## config.mk

```make
export PLATFORM = sky130hd
export DESIGN_NAME = quaternion_forward_kinematics_flat
export DESIGN_NICKNAME = d
export VERILOG_FILES = /design/src/rtl/qfk_pkg.sv /design/src/rtl/qfk_if.sv /design/src/rtl/qfk_mac.sv /design/src/rtl/qfk_seq.sv /design/src/rtl/quaternion_forward_kinematics.sv /design/src/flat_wrapper.sv
export SDC_FILE = /design/constraint.sdc
export NUM_CORES = 2
export LEC_CHECK = 0
export BUFFER_PORTS_ARGS = -buffer_cell sky130_fd_sc_hd__buf_2
export CORE_MARGIN = 5
export CORE_UTILIZATION = 35
export CTS_CLUSTER_DIAMETER = 30
export CTS_CLUSTER_SIZE = 24
export DETAILED_ROUTE_END_ITERATION = 8
export SKIP_LAST_GASP = 1
export SLEW_MARGIN = 10
export SYNTH_ARGS = -nofsm -noshare
export SYNTH_HDL_FRONTEND = slang
export SYNTH_SLANG_ARGS = --single-unit
export TNS_END_PERCENT = 30
```

## constraint.sdc

```tcl
create_clock -name clk -period 10.6 [get_ports clk]
set_input_delay 1.06 -clock clk [delete_from_list [all_inputs] [get_ports clk]]
set_output_delay 1.06 -clock clk [all_outputs]
set_load 0.05 [all_outputs]
```

## src/rtl/qfk_pkg.sv

```systemverilog
// Package for the quaternion forward kinematics block.
// Holds widths, the sequencer state type, the control struct and the Hamilton term table.
// Depends on nothing.
package qfk_pkg;

    localparam int QUAT_WIDTH = 16;
    localparam int QFRAC      = QUAT_WIDTH - 2;
    localparam int OFF_WIDTH  = 24;
    localparam int POS_WIDTH  = 32;

    // turned-offset intermediate: 3 * 2^OFF_WIDTH at most
    localparam int TW    = OFF_WIDTH + 3;
    localparam int MW    = (TW > QUAT_WIDTH) ? TW : QUAT_WIDTH;
    localparam int DIG   = 4;
    localparam int NDIG  = (QUAT_WIDTH + DIG - 1) / DIG;
    localparam int MPW   = NDIG * DIG;
    localparam int DIGW  = (NDIG > 1) ? $clog2(NDIG) : 1;
    localparam int PW    = MW + 1 + MPW;
    localparam int ACCW  = PW + 2;

    typedef enum logic [1:0] {
        ST_IDLE,
        ST_MUL,
        ST_FIN,
        ST_DONE
    } seq_state_t;

    typedef enum logic [1:0] {
        PH_ROT,
        PH_TURN,
        PH_BACK
    } phase_t;

    typedef struct packed {
        logic [1:0] a;
        logic [1:0] b;
        logic       neg;
    } hterm_t;

    typedef struct packed {
        logic       idle;
        logic       mul;
        logic       fin;
        logic       commit;
        logic       first_dig;
        logic       last_dig;
        phase_t     phase;
        logic [1:0] comp;
        logic [1:0] term;
    } seq_ctrl_t;

    // Hamilton product r = a * b: operand indexes and sign of term k of component j
    function automatic hterm_t hterm(input logic [1:0] j, input logic [1:0] k);
        hterm_t h;
        unique case ({j, k})
            4'h0: h = '{a: 2'd0, b: 2'd0, neg: 1'b0};
            4'h1: h = '{a: 2'd1, b: 2'd1, neg: 1'b1};
            4'h2: h = '{a: 2'd2, b: 2'd2, neg: 1'b1};
            4'h3: h = '{a: 2'd3, b: 2'd3, neg: 1'b1};
            4'h4: h = '{a: 2'd0, b: 2'd1, neg: 1'b0};
            4'h5: h = '{a: 2'd1, b: 2'd0, neg: 1'b0};
            4'h6: h = '{a: 2'd2, b: 2'd3, neg: 1'b0};
            4'h7: h = '{a: 2'd3, b: 2'd2, neg: 1'b1};
            4'h8: h = '{a: 2'd0, b: 2'd2, neg: 1'b0};
            4'h9: h = '{a: 2'd1, b: 2'd3, neg: 1'b1};
            4'hA: h = '{a: 2'd2, b: 2'd0, neg: 1'b0};
            4'hB: h = '{a: 2'd3, b: 2'd1, neg: 1'b0};
            4'hC: h = '{a: 2'd0, b: 2'd3, neg: 1'b0};
            4'hD: h = '{a: 2'd1, b: 2'd2, neg: 1'b0};
            4'hE: h = '{a: 2'd2, b: 2'd1, neg: 1'b1};
            4'hF: h = '{a: 2'd3, b: 2'd0, neg: 1'b0};
        endcase
        return h;
    endfunction

endpackage

```

## src/rtl/qfk_if.sv

```systemverilog
// Channel interfaces of the forward kinematics block: joint in, pose out.
// Depends on qfk_pkg for field widths.
interface qfk_joint_if;
    import qfk_pkg::*;
    logic                          valid;
    logic                          ready;
    logic                          root_joint;
    logic signed [QUAT_WIDTH-1:0]  loc_w;
    logic signed [QUAT_WIDTH-1:0]  loc_x;
    logic signed [QUAT_WIDTH-1:0]  loc_y;
    logic signed [QUAT_WIDTH-1:0]  loc_z;
    logic signed [OFF_WIDTH-1:0]   off_x;
    logic signed [OFF_WIDTH-1:0]   off_y;
    logic signed [OFF_WIDTH-1:0]   off_z;

    modport source (output valid, root_joint, loc_w, loc_x, loc_y, loc_z, off_x, off_y, off_z,
                    input ready);
    modport sink (input valid, root_joint, loc_w, loc_x, loc_y, loc_z, off_x, off_y, off_z,
                  output ready);
endinterface

interface qfk_pose_if;
    import qfk_pkg::*;
    logic                          valid;
    logic                          ready;
    logic signed [QUAT_WIDTH-1:0]  glob_w;
    logic signed [QUAT_WIDTH-1:0]  glob_x;
    logic signed [QUAT_WIDTH-1:0]  glob_y;
    logic signed [QUAT_WIDTH-1:0]  glob_z;
    logic signed [POS_WIDTH-1:0]   pos_x;
    logic signed [POS_WIDTH-1:0]   pos_y;
    logic signed [POS_WIDTH-1:0]   pos_z;
    logic                          saturated;

    modport source (output valid, glob_w, glob_x, glob_y, glob_z, pos_x, pos_y, pos_z, saturated,
                    input ready);
    modport sink (input valid, glob_w, glob_x, glob_y, glob_z, pos_x, pos_y, pos_z, saturated,
                  output ready);
endinterface

```

## src/rtl/qfk_mac.sv

```systemverilog
// Digit-serial multiply-accumulate: one multiplier digit per cycle while ctrl.mul is set, MSB first.
// Depends on qfk_pkg.
module qfk_mac
    import qfk_pkg::*;
(
    input  logic                    clk,
    input  seq_ctrl_t               ctrl,
    input  logic signed [MW:0]      mcand_in,
    input  logic signed [QUAT_WIDTH-1:0] mplier_in,
    output logic signed [ACCW-1:0]  acc
);

    logic signed [MW:0]        mcand_reg, mcand_next, cur_mcand;
    logic signed [MPW-1:0]     mplier_reg, mplier_next, cur_mplier, mplier_ext;
    logic signed [PW-1:0]      partial_reg, partial_next, base;
    logic signed [ACCW-1:0]    acc_reg, acc_next;
    logic [DIG-1:0]            dig;
    logic signed [DIG:0]       dig_val;
    logic signed [MW+DIG+1:0]  prod;

    always_comb
    begin
        mplier_ext   = MPW'(mplier_in);
        cur_mcand    = ctrl.first_dig ? mcand_in : mcand_reg;
        cur_mplier   = ctrl.first_dig ? mplier_ext : mplier_reg;
        dig          = cur_mplier[MPW-1 -: DIG];
        // top digit carries the sign, the rest are plain
        dig_val      = ctrl.first_dig ? {dig[DIG-1], dig} : {1'b0, dig};
        prod         = cur_mcand * dig_val;
        base         = ctrl.first_dig ? '0 : partial_reg;
        partial_next = (base <<< DIG) + PW'(prod);
        mplier_next  = cur_mplier << DIG;
        mcand_next   = cur_mcand;
        if (ctrl.mul && ctrl.last_dig)
        begin
            acc_next = acc_reg + ACCW'(partial_next);
        end
        else if (ctrl.mul)
        begin
            acc_next = acc_reg;
        end
        else
        begin
            acc_next = '0;
        end
    end

    always_ff @(posedge clk)
    begin
        if (ctrl.mul)
        begin
            mcand_reg   <= mcand_next;
            mplier_reg  <= mplier_next;
            partial_reg <= partial_next;
        end
        acc_reg <= acc_next;
    end

    assign acc = acc_reg;

endmodule

```

## src/rtl/qfk_seq.sv

```systemverilog
// Sequencer: walks phase, component, term and digit for the shared digit-serial MAC.
// Depends on qfk_pkg.
module qfk_seq
    import qfk_pkg::*;
(
    input  logic      clk,
    input  logic      rst_n,
    input  logic      start_run,
    input  logic      start_root,
    input  logic      out_free,
    output seq_ctrl_t ctrl
);

    seq_state_t       state_reg, state_next;
    phase_t           phase_reg, phase_next;
    logic [1:0]       comp_reg, comp_next;
    logic [1:0]       term_reg, term_next;
    logic [DIGW-1:0]  dig_reg, dig_next;
    logic             last_dig;

    assign last_dig = (dig_reg == DIGW'(NDIG - 1));

    always_comb
    begin
        state_next = state_reg;
        phase_next = phase_reg;
        comp_next  = comp_reg;
        term_next  = term_reg;
        dig_next   = dig_reg;
        unique case (state_reg)
            ST_IDLE:
            begin
                phase_next = PH_ROT;
                comp_next  = 2'd0;
                term_next  = 2'd0;
                dig_next   = '0;
                if (start_root)
                begin
                    state_next = ST_DONE;
                end
                else if (start_run)
                begin
                    state_next = ST_MUL;
                end
            end
            ST_MUL:
            begin
                if (last_dig)
                begin
                    dig_next  = '0;
                    term_next = term_reg + 2'd1;
                    if (term_reg == 2'd3)
                    begin
                        state_next = ST_FIN;
                    end
                end
                else
                begin
                    dig_next = dig_reg + DIGW'(1);
                end
            end
            ST_FIN:
            begin
                state_next = ST_MUL;
                if (comp_reg == 2'd3)
                begin
                    unique case (phase_reg)
                        PH_ROT:
                        begin
                            phase_next = PH_TURN;
                            comp_next  = 2'd0;
                        end
                        PH_TURN:
                        begin
                            // the scalar part of the back-turn is dropped
                            phase_next = PH_BACK;
                            comp_next  = 2'd1;
                        end
                        default:
                        begin
                            state_next = ST_DONE;
                        end
                    endcase
                end
                else
                begin
                    comp_next = comp_reg + 2'd1;
                end
            end
            ST_DONE:
            begin
                if (out_free)
                begin
                    state_next = ST_IDLE;
                end
            end
            default:
            begin
                state_next = ST_IDLE;
            end
        endcase
    end

    always_comb
    begin
        ctrl.idle      = (state_reg == ST_IDLE);
        ctrl.mul       = (state_reg == ST_MUL);
        ctrl.fin       = (state_reg == ST_FIN);
        ctrl.commit    = (state_reg == ST_DONE) && out_free;
        ctrl.first_dig = (dig_reg == '0);
        ctrl.last_dig  = last_dig;
        ctrl.phase     = phase_reg;
        ctrl.comp      = comp_reg;
        ctrl.term      = term_reg;
    end

    always_ff @(posedge clk or negedge rst_n)
    begin
        if (!rst_n)
        begin
            state_reg <= ST_IDLE;
            phase_reg <= PH_ROT;
            comp_reg  <= 2'd0;
            term_reg  <= 2'd0;
            dig_reg   <= '0;
        end
        else
        begin
            state_reg <= state_next;
            phase_reg <= phase_next;
            comp_reg  <= comp_next;
            term_reg  <= term_next;
            dig_reg   <= dig_next;
        end
    end

endmodule

```

## src/rtl/quaternion_forward_kinematics.sv

```systemverilog
// Forward kinematics of a joint chain, one joint per transfer, on one digit-serial MAC.
// A root joint goes straight to the done state; other joints run 11 components (4 terms x
// NDIG digits each, then a rounding step) on the 4-bit-per-cycle shared MAC.
// Joints are not overlapped: the next joint is taken once the last one is done, even
// while the previous pose still waits in the output register.
// Reset: prev rotation is the identity, prev position zero, output empty.
module quaternion_forward_kinematics
    import qfk_pkg::*;
(
    input  logic       clk,
    input  logic       rst_n,
    qfk_joint_if.sink  joint,
    qfk_pose_if.source pose
);

    localparam logic signed [ACCW-1:0] RND_HALF = ACCW'(1) <<< (QFRAC - 1);
    localparam logic signed [ACCW-1:0] QMAX     = (ACCW'(1) <<< (QUAT_WIDTH - 1)) - ACCW'(1);
    localparam logic signed [ACCW-1:0] QMIN     = -(ACCW'(1) <<< (QUAT_WIDTH - 1));
    localparam logic signed [ACCW:0]   PMAX     = ((ACCW+1)'(1) <<< (POS_WIDTH - 1))
                                                  - (ACCW+1)'(1);
    localparam logic signed [ACCW:0]   PMIN     = -((ACCW+1)'(1) <<< (POS_WIDTH - 1));

    seq_ctrl_t ctrl;
    logic      accept;
    logic      out_free;

    // item and chain state
    logic signed [QUAT_WIDTH-1:0] loc_reg [4];
    logic signed [OFF_WIDTH-1:0]  off_reg [3];
    logic signed [QUAT_WIDTH-1:0] prev_rot_reg [4];
    logic signed [POS_WIDTH-1:0]  prev_pos_reg [3];
    logic signed [QUAT_WIDTH-1:0] glob_reg [4];
    logic signed [TW-1:0]         t_reg [4];
    logic                         flag_reg;

    // output register
    logic                         out_valid_reg;
    logic signed [QUAT_WIDTH-1:0] out_glob_reg [4];
    logic signed [POS_WIDTH-1:0]  out_pos_reg [3];
    logic                         out_sat_reg;

    // operand selection
    hterm_t                       ht;
    logic                         neg;
    logic signed [MW:0]           mcand_sel, mcand_in;
    logic signed [QUAT_WIDTH-1:0] mplier_in;
    logic signed [ACCW-1:0]       acc;

    // rounding and saturation
    logic signed [ACCW-1:0]       rnd;
    logic signed [QUAT_WIDTH-1:0] rot_sat;
    logic                         rot_ovf;
    logic signed [POS_WIDTH-1:0]  pos_prev_sel;
    logic signed [ACCW:0]         psum;
    logic signed [POS_WIDTH-1:0]  pos_sat;
    logic                         pos_ovf;
    logic [1:0]                   pos_idx;

    assign joint.ready = ctrl.idle;
    assign accept      = joint.valid && joint.ready;
    assign out_free    = !out_valid_reg || pose.ready;

    qfk_seq u_seq (
        .clk        (clk),
        .rst_n      (rst_n),
        .start_run  (accept && !joint.root_joint),
        .start_root (accept && joint.root_joint),
        .out_free   (out_free),
        .ctrl       (ctrl)
    );

    // Pick multiplier (always a rotation component) and multiplicand for this term.
    // Rotate phase:  prev_rot * loc.  Turn phase: glob * (0, off).
    // Back phase:    t * conj(glob), the conjugate folded into the term sign.
    always_comb
    begin
        ht  = hterm(ctrl.comp, ctrl.term);
        neg = ht.neg;
        unique case (ctrl.phase)
            PH_ROT:
            begin
                mplier_in = prev_rot_reg[ht.a];
                mcand_sel = (MW+1)'(loc_reg[ht.b]);
            end
            PH_TURN:
            begin
                mplier_in = glob_reg[ht.a];
                unique case (ht.b)
                    2'd1:    mcand_sel = (MW+1)'(off_reg[0]);
                    2'd2:    mcand_sel = (MW+1)'(off_reg[1]);
                    2'd3:    mcand_sel = (MW+1)'(off_reg[2]);
                    default: mcand_sel = '0;
                endcase
            end
            default:
            begin
                mplier_in = glob_reg[ht.b];
                mcand_sel = (MW+1)'(t_reg[ht.a]);
                neg       = ht.neg ^ (ht.b != 2'd0);
            end
        endcase
        mcand_in = neg ? -mcand_sel : mcand_sel;
    end

    qfk_mac u_mac (
        .clk       (clk),
        .ctrl      (ctrl),
        .mcand_in  (mcand_in),
        .mplier_in (mplier_in),
        .acc       (acc)
    );

    // Round to nearest, ties up, then clamp per phase.
    always_comb
    begin
        rnd = (acc + RND_HALF) >>> QFRAC;

        rot_ovf = 1'b0;
        if (rnd > QMAX)
        begin
            rot_sat = QUAT_WIDTH'(QMAX);
            rot_ovf = 1'b1;
        end
        else if (rnd < QMIN)
        begin
            rot_sat = QUAT_WIDTH'(QMIN);
            rot_ovf = 1'b1;
        end
        else
        begin
            rot_sat = rnd[QUAT_WIDTH-1:0];
        end

        pos_idx = ctrl.comp - 2'd1;
        unique case (pos_idx)
            2'd1:    pos_prev_sel = prev_pos_reg[1];
            2'd2:    pos_prev_sel = prev_pos_reg[2];
            default: pos_prev_sel = prev_pos_reg[0];
        endcase
        psum    = (ACCW+1)'(pos_prev_sel) + (ACCW+1)'(rnd);
        pos_ovf = 1'b0;
        if (psum > PMAX)
        begin
            pos_sat = POS_WIDTH'(PMAX);
            pos_ovf = 1'b1;
        end
        else if (psum < PMIN)
        begin
            pos_sat = POS_WIDTH'(PMIN);
            pos_ovf = 1'b1;
        end
        else
        begin
            pos_sat = psum[POS_WIDTH-1:0];
        end
    end

    // Working registers: capture the joint, store each finished component,
    // commit the chain rotation when the pose moves to the output register.
    always_ff @(posedge clk or negedge rst_n)
    begin
        if (!rst_n)
        begin
            prev_rot_reg[0] <= QUAT_WIDTH'(1) <<< QFRAC;
            prev_rot_reg[1] <= '0;
            prev_rot_reg[2] <= '0;
            prev_rot_reg[3] <= '0;
            prev_pos_reg[0] <= '0;
            prev_pos_reg[1] <= '0;
            prev_pos_reg[2] <= '0;
            flag_reg        <= 1'b0;
        end
        else
        begin
            if (accept)
            begin
                flag_reg <= 1'b0;
                if (joint.root_joint)
                begin
                    // root: take the joint as it stands
                    prev_pos_reg[0] <= POS_WIDTH'(joint.off_x);
                    prev_pos_reg[1] <= POS_WIDTH'(joint.off_y);
                    prev_pos_reg[2] <= POS_WIDTH'(joint.off_z);
                end
            end
            if (ctrl.fin)
            begin
                if (ctrl.phase == PH_ROT && rot_ovf)
                begin
                    flag_reg <= 1'b1;
                end
                if (ctrl.phase == PH_BACK)
                begin
                    prev_pos_reg[pos_idx] <= pos_sat;
                    if (pos_ovf)
                    begin
                        flag_reg <= 1'b1;
                    end
                end
            end
            if (ctrl.commit)
            begin
                prev_rot_reg <= glob_reg;
            end
        end
    end

    always_ff @(posedge clk)
    begin
        if (accept)
        begin
            loc_reg[0] <= joint.loc_w;
            loc_reg[1] <= joint.loc_x;
            loc_reg[2] <= joint.loc_y;
            loc_reg[3] <= joint.loc_z;
            off_reg[0] <= joint.off_x;
            off_reg[1] <= joint.off_y;
            off_reg[2] <= joint.off_z;
            if (joint.root_joint)
            begin
                glob_reg[0] <= joint.loc_w;
                glob_reg[1] <= joint.loc_x;
                glob_reg[2] <= joint.loc_y;
                glob_reg[3] <= joint.loc_z;
            end
        end
        if (ctrl.fin)
        begin
            unique case (ctrl.phase)
                PH_ROT:  glob_reg[ctrl.comp] <= rot_sat;
                PH_TURN: t_reg[ctrl.comp]    <= rnd[TW-1:0];
                default: ;
            endcase
        end
    end

    // Output register: hold the pose until the sink takes it.
    always_ff @(posedge clk or negedge rst_n)
    begin
        if (!rst_n)
        begin
            out_valid_reg <= 1'b0;
        end
        else if (ctrl.commit)
        begin
            out_valid_reg <= 1'b1;
        end
        else if (pose.ready)
        begin
            out_valid_reg <= 1'b0;
        end
    end

    always_ff @(posedge clk)
    begin
        if (ctrl.commit)
        begin
            out_glob_reg <= glob_reg;
            out_pos_reg  <= prev_pos_reg;
            out_sat_reg  <= flag_reg;
        end
    end

    assign pose.valid     = out_valid_reg;
    assign pose.glob_w    = out_glob_reg[0];
    assign pose.glob_x    = out_glob_reg[1];
    assign pose.glob_y    = out_glob_reg[2];
    assign pose.glob_z    = out_glob_reg[3];
    assign pose.pos_x     = out_pos_reg[0];
    assign pose.pos_y     = out_pos_reg[1];
    assign pose.pos_z     = out_pos_reg[2];
    assign pose.saturated = out_sat_reg;

endmodule

```

## src/flat_wrapper.sv

```systemverilog
// flat-port wrapper written by rule: the top's interface ports become plain ports
module quaternion_forward_kinematics_flat import qfk_pkg::*;
  (clk, rst_n, joint_valid, joint_root_joint, joint_loc_w, joint_loc_x, joint_loc_y, joint_loc_z, joint_off_x, joint_off_y, joint_off_z, joint_ready, pose_valid, pose_glob_w, pose_glob_x, pose_glob_y, pose_glob_z, pose_pos_x, pose_pos_y, pose_pos_z, pose_saturated, pose_ready);
  qfk_joint_if joint_i ();
  qfk_pose_if pose_i ();
  input  logic clk;
  input  logic rst_n;
  input wire logic [$bits(joint_i.valid)-1:0] joint_valid;
  input wire logic [$bits(joint_i.root_joint)-1:0] joint_root_joint;
  input wire logic [$bits(joint_i.loc_w)-1:0] joint_loc_w;
  input wire logic [$bits(joint_i.loc_x)-1:0] joint_loc_x;
  input wire logic [$bits(joint_i.loc_y)-1:0] joint_loc_y;
  input wire logic [$bits(joint_i.loc_z)-1:0] joint_loc_z;
  input wire logic [$bits(joint_i.off_x)-1:0] joint_off_x;
  input wire logic [$bits(joint_i.off_y)-1:0] joint_off_y;
  input wire logic [$bits(joint_i.off_z)-1:0] joint_off_z;
  output wire logic [$bits(joint_i.ready)-1:0] joint_ready;
  output wire logic [$bits(pose_i.valid)-1:0] pose_valid;
  output wire logic [$bits(pose_i.glob_w)-1:0] pose_glob_w;
  output wire logic [$bits(pose_i.glob_x)-1:0] pose_glob_x;
  output wire logic [$bits(pose_i.glob_y)-1:0] pose_glob_y;
  output wire logic [$bits(pose_i.glob_z)-1:0] pose_glob_z;
  output wire logic [$bits(pose_i.pos_x)-1:0] pose_pos_x;
  output wire logic [$bits(pose_i.pos_y)-1:0] pose_pos_y;
  output wire logic [$bits(pose_i.pos_z)-1:0] pose_pos_z;
  output wire logic [$bits(pose_i.saturated)-1:0] pose_saturated;
  input wire logic [$bits(pose_i.ready)-1:0] pose_ready;
  assign joint_i.valid = joint_valid;
  assign joint_i.root_joint = joint_root_joint;
  assign joint_i.loc_w = joint_loc_w;
  assign joint_i.loc_x = joint_loc_x;
  assign joint_i.loc_y = joint_loc_y;
  assign joint_i.loc_z = joint_loc_z;
  assign joint_i.off_x = joint_off_x;
  assign joint_i.off_y = joint_off_y;
  assign joint_i.off_z = joint_off_z;
  assign joint_ready = joint_i.ready;
  assign pose_valid = pose_i.valid;
  assign pose_glob_w = pose_i.glob_w;
  assign pose_glob_x = pose_i.glob_x;
  assign pose_glob_y = pose_i.glob_y;
  assign pose_glob_z = pose_i.glob_z;
  assign pose_pos_x = pose_i.pos_x;
  assign pose_pos_y = pose_i.pos_y;
  assign pose_pos_z = pose_i.pos_z;
  assign pose_saturated = pose_i.saturated;
  assign pose_i.ready = pose_ready;
  quaternion_forward_kinematics u_core (.clk(clk), .rst_n(rst_n), .joint(joint_i), .pose(pose_i));
endmodule
```

==> impl_metrics.csv <==
group,metric,value,unit
logic_synthesis,synth_compound_area_share,12.5,%
cts,cts.reportedPaths.clkPinSlew,0.05,ns
timing,grt_setup_unrepaired,"true",
placement,gp_congestion,0.921,
cts,insertion_delay,0.76,ns
die,start_util,35.2,%
setup_path,cp_common_cell,"inv_1",
timing,skew,0.0314,ns
global_routing,grt_pass1_vias,32800,
placement,port_buffers,303,
die,dieArea,133000,µm²
global_routing,antenna_found_initial,10,
cts,cts_tree,"yes",
setup_path,slowest_stage,"fa_1",
logic_synthesis,synth_warnings,0,
logic_synthesis,synth_cells,3859,
logic_synthesis,yosys-mux-area-fraction,8.14,%
setup_path,cp.required,11.07,ns
timing,tns,0,ns
cts,clkSinkCount,767,
die,core,125000,µm²
global_routing,grt_pass1_wl,213000,µm
timing,finalSetupViolCount,0,
setup_path,path_max_fanout,6,
logic_synthesis,syn_area_per_cell,11.4,µm²
cts,h-tree-depth,4,
final_layout,final_cell_area,54900,µm²
cts,cts_buffer_depth,3,
global_routing,track_usage,21.1,%
logic_synthesis,synth-seq-cells,767,
die,die_y,365,µm
setup_path,cp-end-kind,"flop",
timing,finalMaxSlewViolations,0,
cts,root_buffer,"clkbuf_16",
setup_path,reg2reg_from,"u_core.u_seq.term_reg[1]",
global_routing,grt_overflow,0,
route,vias,33600,
logic_synthesis,synth.net_count,4328,
logic_synthesis,synthTopCellsByArea,"edfxtp_1, dfrtp_1, fa_1",
final_layout,fin_cells,6144,
run,drv_cap,0,
logic_synthesis,synth_most_common_cell,"edfxtp_1",
route,via_per_inst,5.47,
die,io_pins,304,
logic_synthesis,synthTopCellsByCount,"edfxtp_1, nand2_1, nor2_1, a21oi_1, ha_1",
logic_synthesis,syn_area,44100,µm²
logic_synthesis,synth-edff-count,531,
logic_synthesis,synth-xor-area-share,3.11,%
global_routing,grt_max_degree,151,
die,row_count,130,
route,drt-initial-drc-count,3641,
logic_synthesis,synth.largest_area_cell,"edfxtp_1",
route,ant_nets,0,
setup_path,rr_worst_depth,45,
logic_synthesis,synth-adder-area-share,12.2,%
final_layout,layout-drive-gt1-share,23.9,%
logic_synthesis,synthSimpleGateAreaFrac,11.9,%
route,dr.pass1.iters,6,
timing,slew_headroom,18.9,%
placement,place_inst,5804,
cts,numCtsBuffers,168,
logic_synthesis,synth_top_family_by_area,"compound AO/OA/AOI/OAI gates",
setup_path,start_kind,"flop",
setup_path,crit_arrival,10.66,ns
timing,finalHoldViolations,0,
logic_synthesis,ys_types,98,
logic_synthesis,ys_async_sr_fraction,22.4,%
timing,fin_crit_sh,96.2,%
outcome,status,"finished clean",
setup_path,slowest_delay,0.56,ns
final_layout,largest_register_ffs,108,
die,die_width,365,µm
route,route.detailed.drc,0,
setup_path,timing.critical_path.from,"u_core.u_seq.term_reg[1]",
timing,final.min_clock_period,10.19,ns
final_layout,fin_util,43.8,%
route,wire_per_inst,23.2,µm
logic_synthesis,ys.flop_type,"edfxtp_1",
route,routed_wirelength,143000,µm
logic_synthesis,ys_seq_area_share,48.8,%
min_path,hold_path_class,"in -> async",
timing,timing.fmax,98.1,MHz
final_layout,layout-area-overhead-vs-synth,24.5,%
final_layout,fin_nets,4810,
placement,hpwl,105000,µm
setup_path,critPathKind,"reg -> reg",
timing,tightestPinTransition,1.22,ns
placement,placed_area,48600,µm²
logic_synthesis,synth_top_cell_area_share,36.1,%
-- per-layer routing --
metal	up-vias	track usage [%]	part of all wire [%]
met4	2	7.10	3.2
met5	-	0	0.0056
met1	16700	28.6	42
li1	15100	-	-
met3	251	3.50	7.5
met2	1449	34.4	47
-- final cells by class --
type / instances / area (µm²)
Multi-Input combinational cell: 2720 / 21500
Sequential cell: 767 / 21500
Timing Repair Buffer: 516 / 3240
Tap cell: 1650 / 2060
Antenna cell: 5 / 12.5
Clock buffer: 200 / 4450
Fill cell: 11500 / 70500
Inverter: 168 / 631
Clock inverter: 118 / 1520
-- final timing paths --
check | to | slack (ns)
hold reg to reg | u_core.pose.pos_z[2] | 0.47
max in group asynchronous | u_core.prev_pos_reg[93] | 8.93
hold / removal | u_core.prev_pos_reg[37] | 0.30
setup reg to reg | u_core.u_mac.acc[41] | 0.41
min in group clk | u_core.pose.pos_z[2] | 0.47
setup / recovery | u_core.u_mac.acc[41] | 0.41
-- critical path, delay by kind of cell, from the launching register on --
family | cells | cell delay, ns
xor gates and xnor gates | 3 | 0.60
DFF | 1 | 0.45
AOI/OAI and AO/OA | 15 | 3.15
adders and majority gates | 8 | 2.84
muxes | 2 | 0.52
and+or+nand+nor | 8 | 1.35
buffers and inverters | 9 | 0.96
-- per-stage QoR --
stage	hold slack, ns	setup slack (ns)
2_1_floorplan	0.426	0.00186
3_3_place_gp	0.458	0.128
3_5_place_dp	0.464	-0.0124
4_1_cts	0.304	-0.0131
5_1_grt	0.318	-0.0505
6_report	0.295	0.406
-- what timing repair did --
item,4_1_cts,5_1_grt
pin swaps,0,37
setup buffers,0,16
endpoints found under the setup margin,3,21
resized for setup,2,69
hold buffers,0,0
gates cloned,0,1
-- layout by cell type (no fill, tap or decap), drive strengths merged, types with 23 or more instances in the layout --
cell / count
a21oi: 205
a21o: 91
and3: 68
clkbuf: 202
nand4: 30
mux4: 76
ha: 178
nand3: 51
dfrtp: 171
edfxtp: 531
o21ai: 177
a31oi: 74
and2: 53
a311oi: 29
fa: 150
xnor2: 93
nor2: 268
buf: 514
nand2b: 23
nand2: 491
inv: 182
dfxtp: 64
mux2i: 108
mux2: 71
clkinv: 68
nor3: 36
a211oi: 55
xor2: 63
a22oi: 38
nor2b: 43
-- cells by family after synthesis --
family,Yosys count
AO/OA/AOI/OAI,835
XOR/XNOR,156
adder cells (fa/ha/maj),344
buffers and inverters,372
flip-flops,767
multiplexers,255
AND/OR/NAND/NOR,1130
Power is not shown: default switching activity piles up to over one toggle a cycle in this logic, so the estimate is an artifact.
